`src/rtl/shbh_pkg.sv`:
```
package shbh_pkg;

  localparam int NUM_BINS = 500;

  // Bin index and address widths that follow from the bin count.
  localparam int BIN_W    = $clog2(NUM_BINS);
  localparam int SEC_DEPTH = 3 * NUM_BINS;
  localparam int SADDR_W  = $clog2(SEC_DEPTH);
  localparam int PROD_W   = 16 + $clog2(NUM_BINS + 1);

  // Fixed field widths of the channels.
  localparam int DET_W    = 8;
  localparam int VAL16_W  = 16;
  localparam int WEIGHT_W = 32;
  localparam int RBIN_W   = 9;
  localparam int ACC_W    = 48;
  localparam int CFG_IDX_W = 2;
  localparam int CFG_DAT_W = 16;

  localparam logic [ACC_W-1:0] ACC_MAX = {ACC_W{1'b1}};

  // Azimuth position within one seventh of a turn (8192 units).
  localparam int SEC_W = 13;
  localparam logic [SEC_W-1:0] SEC_EDGE_A = 13'd1024;
  localparam logic [SEC_W-1:0] SEC_EDGE_B = 13'd3072;
  localparam logic [SEC_W-1:0] SEC_EDGE_C = 13'd5120;
  localparam logic [SEC_W-1:0] SEC_EDGE_D = 13'd7168;

  localparam logic OP_RECORD = 1'b0;
  localparam logic OP_READ   = 1'b1;

  localparam logic [1:0] HIST_TOTAL = 2'd0;

  localparam logic [1:0] SECTOR_CLOSED = 2'd0;
  localparam logic [1:0] SECTOR_TRANS  = 2'd1;
  localparam logic [1:0] SECTOR_OPEN   = 2'd2;

  localparam logic [CFG_IDX_W-1:0] CFG_DETECTOR = 2'd0;
  localparam logic [CFG_IDX_W-1:0] CFG_ENERGY   = 2'd1;
  localparam logic [CFG_IDX_W-1:0] CFG_RADIUS   = 2'd2;

  localparam logic [DET_W-1:0]   DET_RESET    = 8'd28;
  localparam logic [VAL16_W-1:0] ENERGY_RESET = 16'd1000;
  localparam logic [VAL16_W-1:0] RADIUS_RESET = 16'd500;

  typedef enum logic [1:0] {
    ST_CLEAR,
    ST_IDLE,
    ST_LOOKUP
  } state_e;

  typedef struct packed {
    logic [DET_W-1:0]   detector_match;
    logic [VAL16_W-1:0] energy_minimum;
    logic [VAL16_W-1:0] radius_minimum;
  } cfg_t;

  // Everything the lookup cycle needs to know about the item in flight.
  typedef struct packed {
    logic                op;
    logic                pass;
    logic [1:0]          sector;
    logic [BIN_W-1:0]    bin;
    logic [RBIN_W-1:0]   read_bin;
    logic                range_ok;
    logic [1:0]          read_histogram;
    logic [WEIGHT_W-1:0] weight;
    logic [BIN_W-1:0]    taddr;
    logic [SADDR_W-1:0]  saddr;
  } ctx_t;

endpackage

```
`src/rtl/shbh_classify.sv`:
```
module shbh_classify (
  input  shbh_pkg::cfg_t                 cfg_i,
  input  logic                           op_i,
  input  logic [shbh_pkg::DET_W-1:0]     detector_number_i,
  input  logic [shbh_pkg::VAL16_W-1:0]   hit_energy_i,
  input  logic [shbh_pkg::VAL16_W-1:0]   hit_radius_i,
  input  logic [15:0]                    hit_azimuth_i,
  input  logic [shbh_pkg::VAL16_W-1:0]   scatter_angle_i,
  input  logic [shbh_pkg::WEIGHT_W-1:0]  hit_weight_i,
  input  logic [shbh_pkg::RBIN_W-1:0]    read_bin_i,
  input  logic [1:0]                     read_histogram_i,
  output shbh_pkg::ctx_t                 ctx_o
);

  logic [shbh_pkg::PROD_W-1:0]  prod;
  logic [shbh_pkg::BIN_W-1:0]   bin;
  logic [shbh_pkg::SEC_W-1:0]   pos;
  logic [1:0]                   sector;
  logic                         pass;
  logic                         range_ok;
  logic [shbh_pkg::BIN_W-1:0]   rbin;
  logic [1:0]                   rsec;
  logic [1:0]                   sel_sec;
  logic [shbh_pkg::BIN_W-1:0]   sel_bin;

  // Theta bin: the product is below NUM_BINS * 2^16, so the top bits always fit.
  assign prod = shbh_pkg::PROD_W'(scatter_angle_i) * shbh_pkg::PROD_W'(shbh_pkg::NUM_BINS);
  assign bin  = shbh_pkg::BIN_W'(prod[shbh_pkg::PROD_W-1:16]);

  // Both 57344 and 65536 are multiples of 8192, so the low bits give the
  // position within one seventh of a turn whatever the sign.
  assign pos = hit_azimuth_i[shbh_pkg::SEC_W-1:0];

  always_comb begin
    if (pos < shbh_pkg::SEC_EDGE_A) begin
      sector = shbh_pkg::SECTOR_CLOSED;
    end else if (pos < shbh_pkg::SEC_EDGE_B) begin
      sector = shbh_pkg::SECTOR_TRANS;
    end else if (pos < shbh_pkg::SEC_EDGE_C) begin
      sector = shbh_pkg::SECTOR_OPEN;
    end else if (pos < shbh_pkg::SEC_EDGE_D) begin
      sector = shbh_pkg::SECTOR_TRANS;
    end else begin
      sector = shbh_pkg::SECTOR_CLOSED;
    end
  end

  assign pass = (op_i == shbh_pkg::OP_RECORD) &&
                (detector_number_i == cfg_i.detector_match) &&
                (hit_energy_i > cfg_i.energy_minimum) &&
                (hit_radius_i > cfg_i.radius_minimum);

  assign range_ok = 32'(read_bin_i) < 32'(shbh_pkg::NUM_BINS);
  assign rbin     = range_ok ? shbh_pkg::BIN_W'(read_bin_i) : '0;
  assign rsec     = (read_histogram_i == shbh_pkg::HIST_TOTAL) ? 2'd0 : read_histogram_i - 2'd1;

  assign sel_sec = (op_i == shbh_pkg::OP_READ) ? rsec : sector;
  assign sel_bin = (op_i == shbh_pkg::OP_READ) ? rbin : bin;

  always_comb begin
    ctx_o.op             = op_i;
    ctx_o.pass           = pass;
    ctx_o.sector         = sector;
    ctx_o.bin            = bin;
    ctx_o.read_bin       = read_bin_i;
    ctx_o.range_ok       = range_ok;
    ctx_o.read_histogram = read_histogram_i;
    ctx_o.weight         = hit_weight_i;
    ctx_o.taddr          = sel_bin;
    ctx_o.saddr          = shbh_pkg::SADDR_W'(sel_sec) * shbh_pkg::SADDR_W'(shbh_pkg::NUM_BINS)
                           + shbh_pkg::SADDR_W'(sel_bin);
  end

endmodule

```
`config.mk`:
```
export PLATFORM = sky130hd
export DESIGN_NAME = shbh_classify
export DESIGN_NICKNAME = d
export VERILOG_FILES = /design/src/rtl/shbh_pkg.sv /design/src/rtl/shbh_classify.sv
export SDC_FILE = /design/constraint.sdc
export NUM_CORES = 1
export LEC_CHECK = 0
export BUFFER_PORTS_ARGS = -buffer_cell sky130_fd_sc_hd__buf_4
export CORE_MARGIN = 2
export CORE_UTILIZATION = 50
export DETAILED_ROUTE_END_ITERATION = 10
export PLACE_DENSITY = 0.95
export RECOVER_POWER = 100
export REMOVE_ABC_BUFFERS = 1
export SETUP_SLACK_MARGIN = 0.15
export SLEW_MARGIN = 5
export SYNTH_ARGS = -nofsm -noshare
export SYNTH_HDL_FRONTEND = slang
export SYNTH_SLANG_ARGS = --single-unit
```
`constraint.sdc`:
```
create_clock -name vclk -period 16.8
set_clock_uncertainty 0.15 [all_clocks]
set_input_delay 0.84 -clock vclk [all_inputs]
set_output_delay 0.84 -clock vclk [all_outputs]
set_load 0.005 [all_outputs]
```
==> qor.csv <==
stage,metric,value,unit
run_status,status,completed,
yosys,register area share after synthesis,0,%
floorplan,starting density of the core,51.59,%
final_layout,most frequent cells in the layout,"123 x inv_1, 119 x buf_4, 93 x ha_1",
critical_path,CP max FO,6,
global_routing,Total GRT Usage,27.07,%
sta,Tightest Pin Transition,730.5,ps
placement,"Cell Area, Placed",5177,um^2
sta,unrepaired setup endpoints after global routing,false,
final_layout,register area,0,um^2
placement,routability cong.,0.7979,
final_layout,# clk buffers,0,
final_layout,Layout Utilization,62.19,%
clock_tree,cts hold-fix bufs,0,
critical_path,CP max stage delay,530,ps
critical_path,crit end category,primary output,
global_routing,largest net degree at the start of global routing,17,
yosys,area of the mapped netlist,4239,um^2
final_layout,FILL cells,693,
floorplan,IO Pins,233,
floorplan,Die ar.,9230,um^2
final_layout,sequential cell count,0,
final_layout,multi-input gate area in the final layout,3391,um^2
final_layout,Post-Layout Inst Area,5110,um^2
final_layout,Diodes inserted,0,
clock_tree,setup bufs post-CTS,0,
floorplan,Core Box Area,8217,um^2
final_layout,Nets,909,
floorplan,die height,96.08,um
critical_path,Worst setup SP type,input pin,
min_path,HP Class,input pin to primary output,
final_layout,"most common cell after layout, fill and taps aside",inv_1,
final_layout,Non-Filler Instances,709,
critical_path,crit-path most repeated cell,fa_1,
yosys,unique cell type count in the Yosys netlist,38,
global_routing,initial antenna violation count,0,
detailed_routing,drt pass-1 iters,4,
critical_path,WP data required,15810,ps
global_routing,vias in the first global route,4106,
final_layout,layout cells sized above 1,24.50,%
job,Max-cap violations,0,
detailed_routing,Initial DRC Count,94,
power,Leak,3.019,nW
detailed_routing,total length of routed wires,12530,um
final_layout,Area Overhead vs Synth,20.54,%
floorplan,Die X,96.08,um
power,VDD IR max,124.8,uV
placement,placed insts,709,
global_routing,Congestion Overflow GR,0,
floorplan,FP Rows,33,
clock_tree,Resized Gates After CTS,0,
detailed_routing,Vias/cell,5.327,
sta,Worst slew margin,51.25,%
critical_path,worst-path cell chain,"buf_4, inv_1, fa_1, fa_1, inv_1, fa_1, inv_1, fa_1, inv_1, ha_1, and3_1, nand3_1, o21ai_0, nor2_1, a21o_1, fa_1, a21o_1, a21oi_1, o21bai_1, a21oi_1, nor2b_1, o21ai_0, xnor2_1, buf_4",
detailed_routing,total number of vias,3777,
critical_path,crit path DAT,6850,ps
yosys,Syn. warnings,0,
sta,min cycle time layout,7836,ps
sta,"Slew Viols, Final",0,
placement,dpl hpwl,11590,um
sta,final setup vio count,0,
detailed_routing,Antenna Violating Nets Remaining,0,
critical_path,cell at the slowest stage of the critical path,fa_1,
placement,count of input and output buffers,156,
global_routing,global-route wire length before repair,19260,um
power,PwrDens,128.2,nW/um^2
sta,final hold viol count,0,
yosys,post-synthesis area per instance,8.529,um^2
critical_path,Crit Path Class,input pin to primary output,
detailed_routing,Routed wire per std cell,17.67,um
yosys,Syn Inst Count,497,
sta,fin crit share,46.65,%
sta,Fin Setup TNS,0,ps
detailed_routing,# DRC,0,
sta,Fmax,127.6,MHz
-- metrics by stage --
stage          setup WS (ps)  hold slack (ps)  total power, mW
4_1_cts                 9093             1530           0.6960
2_1_floorplan           9903             1530           0.4046
3_5_place_dp            9104             1530           0.6908
6_report                8964             1530           0.6552
5_1_grt                 8498             1530           0.7355
3_3_place_gp            9309             1530           0.6607
-- synthesized netlist by cell type (all sizes together) (4+ instances only) --
library cell | count | area (um^2)
a21o | 28 | 210.2
a21oi | 27 | 138.9
and2 | 4 | 25.02
and3 | 12 | 75.07
buf | 48 | 360.4
fa | 54 | 1081
ha | 93 | 1164
inv | 124 | 465.4
nand2 | 12 | 45.04
nand2b | 4 | 25.02
nand3 | 6 | 30.03
nand4 | 9 | 56.30
nor2 | 9 | 33.78
nor2b | 4 | 25.02
o21ai | 14 | 73.82
xnor2 | 15 | 138.9
xor2 | 11 | 96.34
-- layout make-up --
type | count | area share (%)
Timing Repair Buffer | 156 | 21.96
Inverter | 124 | 9.109
Multi-Input combinational cell | 324 | 66.36
Tap cell | 105 | 2.571
-- cell families after synthesis --
logic type | count (synthesis) | share of synthesized area [%]
simple gates | 66 | 8.294
xor+xnor | 26 | 5.549
compound gates | 85 | 13.64
buf+inv | 173 | 19.57
fa+ha+maj | 147 | 52.95
-- report_power, final --
group	internal [mW]	total [mW]	leakage [nW]	switching [mW]
clock network	0	0	0	0
logic	0.302	0.655	3.02	0.353
registers	0	0	0	0
-- layer usage --
layer  global-route usage [%]  vias up  wire, um
li1                         -     1776         -
met1                    31.88     1799      4755
met2                    46.59      172      6281
met3                    10.10       26      1097
met4                    4.524        4       291
met5                    9.524        -       100
-- critical path, delay by kind of cell --
kind            cells  cell delay (ps)
xor+xnor            1              150
fa+ha+maj           6             2850
buf+inv             6              640
compound gates      7             1770
simple gates        4              610
-- worst paths after layout --
kind                               start         to  slack [ps]  cells after the start
worst min-delay path    hit_weight_i[18]  ctx_o[38]        1530                      0
worst max-delay path  scatter_angle_i[9]  ctx_o[10]        8960                     24
Power figures use the tool's default switching activity.
